$ cat config.mk
export PLATFORM = sky130hd
export DESIGN_NAME = link_owner_recovery_sequencer_top
export DESIGN_NICKNAME = d
export VERILOG_FILES = /design/src/hw/rtl/lors_pkg.sv /design/src/hw/rtl/lors_cfg.sv /design/src/hw/rtl/lors_core.sv /design/src/hw/rtl/link_owner_recovery_sequencer_top.sv
export SDC_FILE = /design/constraint.sdc
export NUM_CORES = 1
export LEC_CHECK = 0
export ABC_CLOCK_PERIOD_IN_PS = 6600
export BUFFER_PORTS_ARGS = -buffer_cell sky130_fd_sc_hd__buf_4
export CAP_MARGIN = 20
export CORE_MARGIN = 3
export CORE_UTILIZATION = 50
export DETAILED_ROUTE_END_ITERATION = 8
export GPL_ROUTABILITY_DRIVEN = 0
export MAX_ROUTING_LAYER = met4
export PLACE_DENSITY = 0.71
export SYNTH_ARGS = -nofsm -noshare
export SYNTH_HDL_FRONTEND = slang
export SYNTH_HIERARCHICAL = 1
export SYNTH_SLANG_ARGS = --single-unit
$ cat constraint.sdc
create_clock -name i_clk -period 6.6 [get_ports i_clk]
set_input_delay 0.33 -clock i_clk [delete_from_list [all_inputs] [get_ports i_clk]]
set_output_delay 0.33 -clock i_clk [all_outputs]
set_load 0.01 [all_outputs]
$ cat src/hw/rtl/lors_pkg.sv
// Types, codes and constants of the link owner recovery sequencer.
package lors_pkg;

    localparam int TAG_WIDTH = 16;
    localparam int GEN_W     = 16;
    localparam int TIME_W    = 64;
    localparam int CFG_W     = 32;
    localparam int HANDLE_W  = 16;

    localparam logic [GEN_W-1:0] GEN_MASK = (TAG_WIDTH >= GEN_W) ? {GEN_W{1'b1}} :
        GEN_W'((33'd1 << TAG_WIDTH) - 33'd1);

    typedef enum logic [2:0] {
        ACT_START      = 3'd0,
        ACT_OBSERVE    = 3'd1,
        ACT_TERM_FAIL  = 3'd2,
        ACT_TERM_RES   = 3'd3,
        ACT_HOST_SCHED = 3'd4,
        ACT_CLEAR      = 3'd5
    } t_action;

    typedef enum logic [1:0] {
        PH_IDLE       = 2'd0,
        PH_TERM       = 2'd1,
        PH_OWNER_LOSS = 2'd2,
        PH_HOST_RESET = 2'd3
    } t_phase;

    typedef enum logic [1:0] {
        REQ_NONE       = 2'd0,
        REQ_TERMINATE  = 2'd1,
        REQ_HOST_RESET = 2'd2,
        REQ_COMPLETED  = 2'd3
    } t_req;

    typedef enum logic [1:0] {
        TR_ACCEPTED  = 2'd0,
        TR_RETRYABLE = 2'd1,
        TR_NOT_CONN  = 2'd2,
        TR_FAILED    = 2'd3
    } t_term_res;

    typedef enum logic [1:0] {
        CFG_TERM_BUDGET = 2'd0,
        CFG_OWNER_LOSS  = 2'd1,
        CFG_RETRY_DELAY = 2'd2,
        CFG_HOST_RETRY  = 2'd3
    } t_cfg_idx;

    localparam logic [CFG_W-1:0] RST_TERM_BUDGET = CFG_W'(2000000);
    localparam logic [CFG_W-1:0] RST_OWNER_LOSS  = CFG_W'(1000000);
    localparam logic [CFG_W-1:0] RST_RETRY_DELAY = CFG_W'(50000);
    localparam logic [CFG_W-1:0] RST_HOST_RETRY  = CFG_W'(1000000);

    typedef struct packed {
        logic [CFG_W-1:0] term_budget;
        logic [CFG_W-1:0] owner_loss;
        logic [CFG_W-1:0] retry_delay;
        logic [CFG_W-1:0] host_retry;
    } t_cfg;

    typedef struct packed {
        logic [2:0]          action;
        logic [TIME_W-1:0]   now_us;
        logic                token_valid;
        logic [HANDLE_W-1:0] token_handle;
        logic [GEN_W-1:0]    token_generation;
        logic                snap_auth;
        logic                link_up;
        logic [1:0]          term_result;
    } t_item;

    typedef struct packed {
        logic   accepted;
        t_req   request;
        t_phase phase_now;
    } t_result;

endpackage

$ cat src/hw/rtl/lors_cfg.sv
// Configuration register bank of the recovery sequencer.
module lors_cfg (
    input  logic                     i_clk,
    input  logic                     i_rst_n,
    input  logic                     i_wr,
    input  logic [1:0]               i_index,
    input  logic [31:0]              i_data,
    output lors_pkg::t_cfg           o_cfg
);
    import lors_pkg::*;

    t_cfg r_cfg;

    always_ff @(posedge i_clk) begin
        if (!i_rst_n) begin
            r_cfg.term_budget <= RST_TERM_BUDGET;
            r_cfg.owner_loss  <= RST_OWNER_LOSS;
            r_cfg.retry_delay <= RST_RETRY_DELAY;
            r_cfg.host_retry  <= RST_HOST_RETRY;
        end else if (i_wr) begin
            unique case (t_cfg_idx'(i_index))
                CFG_TERM_BUDGET: r_cfg.term_budget <= i_data;
                CFG_OWNER_LOSS:  r_cfg.owner_loss  <= i_data;
                CFG_RETRY_DELAY: r_cfg.retry_delay <= i_data;
                CFG_HOST_RETRY:  r_cfg.host_retry  <= i_data;
                default: ;
            endcase
        end
    end

    assign o_cfg = r_cfg;

endmodule

$ cat src/hw/rtl/lors_core.sv
// Sequencer state and the per-word phase, request and timer logic.
module lors_core (
    input  logic             i_clk,
    input  logic             i_rst_n,
    input  logic             i_fire,
    input  lors_pkg::t_item  i_item,
    input  lors_pkg::t_cfg   i_cfg,
    output lors_pkg::t_result o_result
);
    import lors_pkg::*;

    t_phase              r_phase,  n_phase;
    logic [HANDLE_W-1:0] r_handle, n_handle;
    logic [GEN_W-1:0]    r_gen,    n_gen;
    logic [TIME_W-1:0]   r_hold,   n_hold;
    logic [TIME_W-1:0]   r_dead,   n_dead;

    logic [GEN_W-1:0]    gen_in;
    logic [CFG_W-1:0]    addend;
    logic [TIME_W-1:0]   sum;
    logic                past_dead;
    logic                before_hold;
    logic                mismatch;
    t_action             act;
    t_term_res           tres;

    assign act    = t_action'(i_item.action);
    assign tres   = t_term_res'(i_item.term_result);
    assign gen_in = i_item.token_generation & GEN_MASK;

    // One shared adder: pick the interval that this action rearms with.
    always_comb begin
        addend = '0;
        unique case (act)
            ACT_START:      addend = i_cfg.term_budget;
            ACT_TERM_RES: begin
                if (tres == TR_ACCEPTED) begin
                    addend = i_cfg.owner_loss;
                end else if (tres == TR_RETRYABLE) begin
                    addend = i_cfg.retry_delay;
                end
            end
            ACT_HOST_SCHED: addend = i_cfg.host_retry;
            default: ;
        endcase
    end

    assign sum         = i_item.now_us + TIME_W'(addend);
    assign past_dead   = i_item.now_us >= r_dead;
    assign before_hold = i_item.now_us < r_hold;
    assign mismatch    = !i_item.link_up || !i_item.token_valid ||
                         (i_item.token_handle != r_handle) || (gen_in != r_gen);

    always_comb begin
        n_phase  = r_phase;
        n_handle = r_handle;
        n_gen    = r_gen;
        n_hold   = r_hold;
        n_dead   = r_dead;
        o_result.accepted  = 1'b0;
        o_result.request   = REQ_NONE;

        unique case (act)
            ACT_START: begin
                if (!i_item.token_valid) begin
                    n_phase  = PH_IDLE;
                    n_handle = '0;
                    n_gen    = '0;
                    n_hold   = '0;
                    n_dead   = '0;
                end else begin
                    n_phase  = PH_TERM;
                    n_handle = i_item.token_handle;
                    n_gen    = gen_in;
                    n_hold   = i_item.now_us;
                    n_dead   = sum;
                    o_result.accepted = 1'b1;
                end
            end
            ACT_OBSERVE: begin
                priority if (r_phase == PH_IDLE) begin
                    o_result.request = REQ_NONE;
                end else if (i_item.snap_auth && mismatch) begin
                    n_phase  = PH_IDLE;
                    n_handle = '0;
                    n_gen    = '0;
                    n_hold   = '0;
                    n_dead   = '0;
                    o_result.request = REQ_COMPLETED;
                end else if (r_phase == PH_TERM) begin
                    priority if (past_dead) begin
                        n_phase = PH_HOST_RESET;
                        o_result.request = REQ_HOST_RESET;
                    end else if (before_hold) begin
                        o_result.request = REQ_NONE;
                    end else begin
                        o_result.request = REQ_TERMINATE;
                    end
                end else if (before_hold) begin
                    o_result.request = REQ_NONE;
                end else begin
                    n_phase = PH_HOST_RESET;
                    o_result.request = REQ_HOST_RESET;
                end
            end
            ACT_TERM_FAIL: begin
                if (r_phase != PH_IDLE && r_handle == i_item.token_handle) begin
                    n_phase = PH_HOST_RESET;
                    n_hold  = i_item.now_us;
                    o_result.accepted = 1'b1;
                end
            end
            ACT_TERM_RES: begin
                if (r_phase != PH_IDLE) begin
                    unique case (tres)
                        TR_ACCEPTED: begin
                            n_phase = PH_OWNER_LOSS;
                            n_hold  = sum;
                        end
                        TR_RETRYABLE: begin
                            n_phase = PH_TERM;
                            n_hold  = sum;
                        end
                        default: begin
                            n_phase = PH_HOST_RESET;
                            n_hold  = i_item.now_us;
                        end
                    endcase
                end
            end
            ACT_HOST_SCHED: begin
                if (r_phase == PH_HOST_RESET) begin
                    n_hold = sum;
                end
            end
            ACT_CLEAR: begin
                n_phase  = PH_IDLE;
                n_handle = '0;
                n_gen    = '0;
                n_hold   = '0;
                n_dead   = '0;
            end
            default: ;
        endcase

        o_result.phase_now = n_phase;
    end

    always_ff @(posedge i_clk) begin
        if (!i_rst_n) begin
            r_phase  <= PH_IDLE;
            r_handle <= '0;
            r_gen    <= '0;
            r_hold   <= '0;
            r_dead   <= '0;
        end else if (i_fire) begin
            r_phase  <= n_phase;
            r_handle <= n_handle;
            r_gen    <= n_gen;
            r_hold   <= n_hold;
            r_dead   <= n_dead;
        end
    end

endmodule

$ cat src/hw/rtl/link_owner_recovery_sequencer_top.sv
// Words pass the input register and the core into the result register, one per cycle
// unless the result is held; the next word uses the state left by the one before.
// The input register takes one more word behind a held result; input stalls only
// while both the input and the result register are full and the result is held.
// Reset is synchronous, active low: phase idle, targets and timers zero,
// configuration registers at their defaults, both channels empty.
module link_owner_recovery_sequencer_top (
    input  logic        i_clk,
    input  logic        i_rst_n,
    input  logic        i_cfg_valid,
    output logic        o_cfg_ready,
    input  logic [1:0]  i_cfg_index,
    input  logic [31:0] i_cfg_data,
    input  logic        i_in_valid,
    output logic        o_in_ready,
    input  logic [2:0]  i_action,
    input  logic [63:0] i_now_us,
    input  logic        i_token_valid,
    input  logic [15:0] i_token_handle,
    input  logic [15:0] i_token_generation,
    input  logic        i_snap_auth,
    input  logic        i_link_up,
    input  logic [1:0]  i_term_result,
    output logic        o_out_valid,
    input  logic        i_out_ready,
    output logic        o_accepted,
    output logic [1:0]  o_request,
    output logic [1:0]  o_phase_now
);
    import lors_pkg::*;

    t_cfg    cfg;
    t_item   r_item;
    logic    r_in_vld;
    logic    r_out_vld;
    t_result r_res;
    t_result res;
    logic    advance;

    assign o_cfg_ready = 1'b1;

    lors_cfg u_cfg (
        .i_clk   (i_clk),
        .i_rst_n (i_rst_n),
        .i_wr    (i_cfg_valid),
        .i_index (i_cfg_index),
        .i_data  (i_cfg_data),
        .o_cfg   (cfg)
    );

    // Move the staged word into the result register when that is free or drains.
    assign advance    = r_in_vld && (!r_out_vld || i_out_ready);
    assign o_in_ready = !r_in_vld || advance;

    always_ff @(posedge i_clk) begin
        if (!i_rst_n) begin
            r_in_vld <= 1'b0;
        end else if (o_in_ready) begin
            r_in_vld <= i_in_valid;
        end
    end

    always_ff @(posedge i_clk) begin
        if (o_in_ready && i_in_valid) begin
            r_item.action           <= i_action;
            r_item.now_us           <= i_now_us;
            r_item.token_valid      <= i_token_valid;
            r_item.token_handle     <= i_token_handle;
            r_item.token_generation <= i_token_generation;
            r_item.snap_auth        <= i_snap_auth;
            r_item.link_up          <= i_link_up;
            r_item.term_result      <= i_term_result;
        end
    end

    lors_core u_core (
        .i_clk    (i_clk),
        .i_rst_n  (i_rst_n),
        .i_fire   (advance),
        .i_item   (r_item),
        .i_cfg    (cfg),
        .o_result (res)
    );

    always_ff @(posedge i_clk) begin
        if (!i_rst_n) begin
            r_out_vld <= 1'b0;
        end else if (advance) begin
            r_out_vld <= 1'b1;
        end else if (i_out_ready) begin
            r_out_vld <= 1'b0;
        end
    end

    always_ff @(posedge i_clk) begin
        if (advance) begin
            r_res <= res;
        end
    end

    assign o_out_valid = r_out_vld;
    assign o_accepted  = r_res.accepted;
    assign o_request   = r_res.request;
    assign o_phase_now = r_res.phase_now;

endmodule

==> results.txt <==
Top delay family on crit path - simple AND/OR/NAND/NOR gates
post-route minimum period - 4.99 ns
clock sink count - 401
status - finished clean
commonest non-fill, non-tap cell in the layout - dfxtp_1
synthesized area - 21500 um2
Die Ht - 213 um
# diodes - 0
Slowest cell on crit path - nor3_2
min-delay worst type - primary input to flip-flop
Syn Nets - 2603
core area - 42100 um2
gr usage total - 26.3%
Worst Path Buf+Inv - 1
multi-input logic area - 11200 um2
R2R Path Start - r_item[103]
RSZ-0062 raised after global routing - false
DRT Wirelength - 58700 um
slowest cell delay on critical path - 1.02 ns
Post-Syn Instances - 2300
max-slew violations - 0
Layout Nets - 2797
clk_lat worst skew - 0.60 ns
Layout area overhead - 19.0%
maximum fanout count along the critical path - 14
Max Clock Freq - 200 MHz
Port Buf Inserts - 149
ANT nets after route - 0
LEAKAGE - 10.2 nW
Post-CTS Resized - 0
Post-synth EDFFs - 109
Core Rows - 75
clk_skew - 0.0196 ns
Remaining DRCs - 0
hold_ws - 0.0381 ns
register bit total from synthesis - 401
unique cell type count in the Yosys netlist - 82
Max Cap Viol - 0
PwrDens - 236 nW/um2
vias in the first global route - 17800
Die ar. - 45500 um2
worst-margin pin slew - 1.19 ns
RR Endpoint - u_core/r_hold[41]
Post-synth top flop - dfxtp_1
Fin Setup TNS - 0 ns
most used cell, CP - a21o_1
first-pass GRT wire length - 93500 um
clk buf depth - 3
via count - 17900
critical path, cell by cell - nor3_2 -> buf_4 -> a22oi_1 -> o21ai_0 -> ha_1 -> a21o_1 -> a21o_1 -> a21o_1 -> nor3_1 -> nand3_1 -> and2_1 -> a21oi_1 -> o21ai_0 -> a31oi_1
Iteration-0 DRC Markers - 1588
most frequent cells in the layout - dfxtp_1 (292), nand2_1 (247), buf_4 (173), ha_1 (159), mux2i_1 (155)
global route overflow - 0
worst hold stages - 3
wire per inst - 19.1 um
Required @ worst endpoint - 7.11 ns
CTS tree - done
CP Capture Type - flip-flop
CTS Buf Count - 45
drt pass-1 iters - 5
largest net degree at the start of global routing - 96
final hold violation count - 0
# IOs - 151
hold path start - i_in_valid
Post-Syn Area per Cell - 9.33 um2
Vias/cell - 5.84
share of cells above drive strength 1 - 11.1%
HPWL after detailed placement - 38700 um
Ys Warns - 6
WS Path Type - flip-flop to flip-flop
Slew headroom - 20.4%
crit path DAT - 5.50 ns
post-CTS setup repair buffer count - 0
Seq/Total Area, Yosys - 42.5%
H-Tree Depth - 2
Tcrit/Tclk final - 75.6%
Synth async-reset ratio - 0%
maximum VDD drop - 0.000234 V
clock slew at reported path FFs - 0.06 ns
Hold-fix buffers, CTS - 113
final setup vio count - 0
antenna violations before repair - 0
Register Area - 9120 um2
Reg2Reg Depth - 14
root buf cell - clkbuf_16
type of origin of the critical path - flip-flop
# fillers - 3437
Die X - 213 um
Min-Delay Endpoint - r_in_vld
R2R Setup Slk - 1.61 ns
initial core utilization - 50.9%
registers in the layout, summed over array words and instances (netlist names):
register	flops
u_core/r_dead	64
o_out_valid	1
u_cfg/o_cfg	128
u_core/r_handle	16
r_in_vld	1
o_accepted	1
u_core/r_gen	16
o_phase_now	2
o_request	2
r_item	104
u_core/r_hold	64
u_core/r_phase	2
tightest hold or removal path, stage by stage:
cell and delay [ns]:
buf_4 0.08, inv_1 0.06, a21boi_1 0.12
worst max-delay path by stage:
| stage | from | to | cells past startpoint |
|---|---|---|---|
| after global routing | r_item[103] | u_core/r_hold[41] | 13 |
| after detailed placement | r_item[101] | u_core/r_hold[60] | 17 |
| after global placement | r_item[101] | u_core/r_hold[41] | 14 |
| after CTS | r_item[101] | u_core/r_hold[40] | 17 |
| after floorplan | o_out_valid | r_item[0] | 2 |
| final | r_item[103] | u_core/r_hold[41] | 14 |
metal layers:
layer / track usage (%) / routed length, um / vias to the layer above
li1: - / - / 8647
met1: 35.0 / 26400 / 8554
met2: 42.2 / 27400 / 598
met5: - / 0 / -
met3: 3.89 / 3540 / 127
met4: 7.13 / 1380 / 0
metrics by stage:
step / area (um2) / power [mW] / setup slack [ns] / cells / utilization [%]
floorplan: 21500 / 3.20 / 0.448 / 2300 / -
global placement: 22800 / 3.40 / 1.69 / 2872 / 54.2
detailed placement: 22800 / 3.43 / 1.57 / 2872 / 54.2
CTS: 25500 / 6.06 / 1.53 / 3069 / 60.6
global route: 25500 / 6.26 / 1.36 / 3070 / 60.6
finish: 25500 / 6.02 / 1.61 / 3070 / 60.6
area by class of cell:
type / count / share of cell area, %
Multi-Input combinational cell: 1606 / 43.7
Inverter: 152 / 2.23
Sequential cell: 401 / 35.7
Clock inverter: 18 / 0.794
Tap cell: 539 / 2.64
Timing Repair Buffer: 288 / 9.67
Clock buffer: 66 / 5.31
logic make-up (layout without fill, tap and decap cells):
family / count (synthesis) / count (layout) / synth area share (%)
AOI/OAI and AO/OA: 606 / 606 / 18.3
xor gates and xnor gates: 87 / 87 / 3.55
adders and majority gates: 160 / 160 / 9.36
buffers and inverters: 293 / 524 / 5.88
DFF: 401 / 401 / 42.5
muxes: 155 / 155 / 7.23
other: 1 / 1 / 0.0175
and+or+nand+nor: 597 / 597 / 13.2
report_power, final:
part / internal, mW / switching (mW)
logic: 0.322 / 0.405
clock network: 1.51 / 1.06
registers: 2.63 / 0.0900
synth_stat cells (10+ instances only):
cell type / number / area share [%]
dfxtp_1: 292 / 27
nand2_1: 247 / 4.3
ha_1: 159 / 9.3
mux2i_1: 155 / 7.2
inv_1: 152 / 2.7
o21ai_0: 152 / 3.5
nor2_1: 129 / 2.3
a22oi_1: 114 / 4.0
a21oi_1: 112 / 2.6
edfxtp_1: 109 / 15
clkbuf_1: 76 / 1.3
xnor2_1: 51 / 2.1
a21o_1: 50 / 1.7
nand4_1: 47 / 1.4
nor2b_1: 40 / 1.2
a31oi_1: 38 / 1.1
buf_2: 36 / 0.84
xor2_1: 36 / 1.5
nand3_1: 29 / 0.68
a211oi_1: 27 / 0.94
nor3_1: 19 / 0.44
or3_1: 17 / 0.50
and3_1: 15 / 0.44
a22o_1: 10 / 0.41
buf_4: 10 / 0.35
buf_6: 10 / 0.52
o21ai_1: 10 / 0.23
Note: power is estimated with default switching activity, not from simulation.
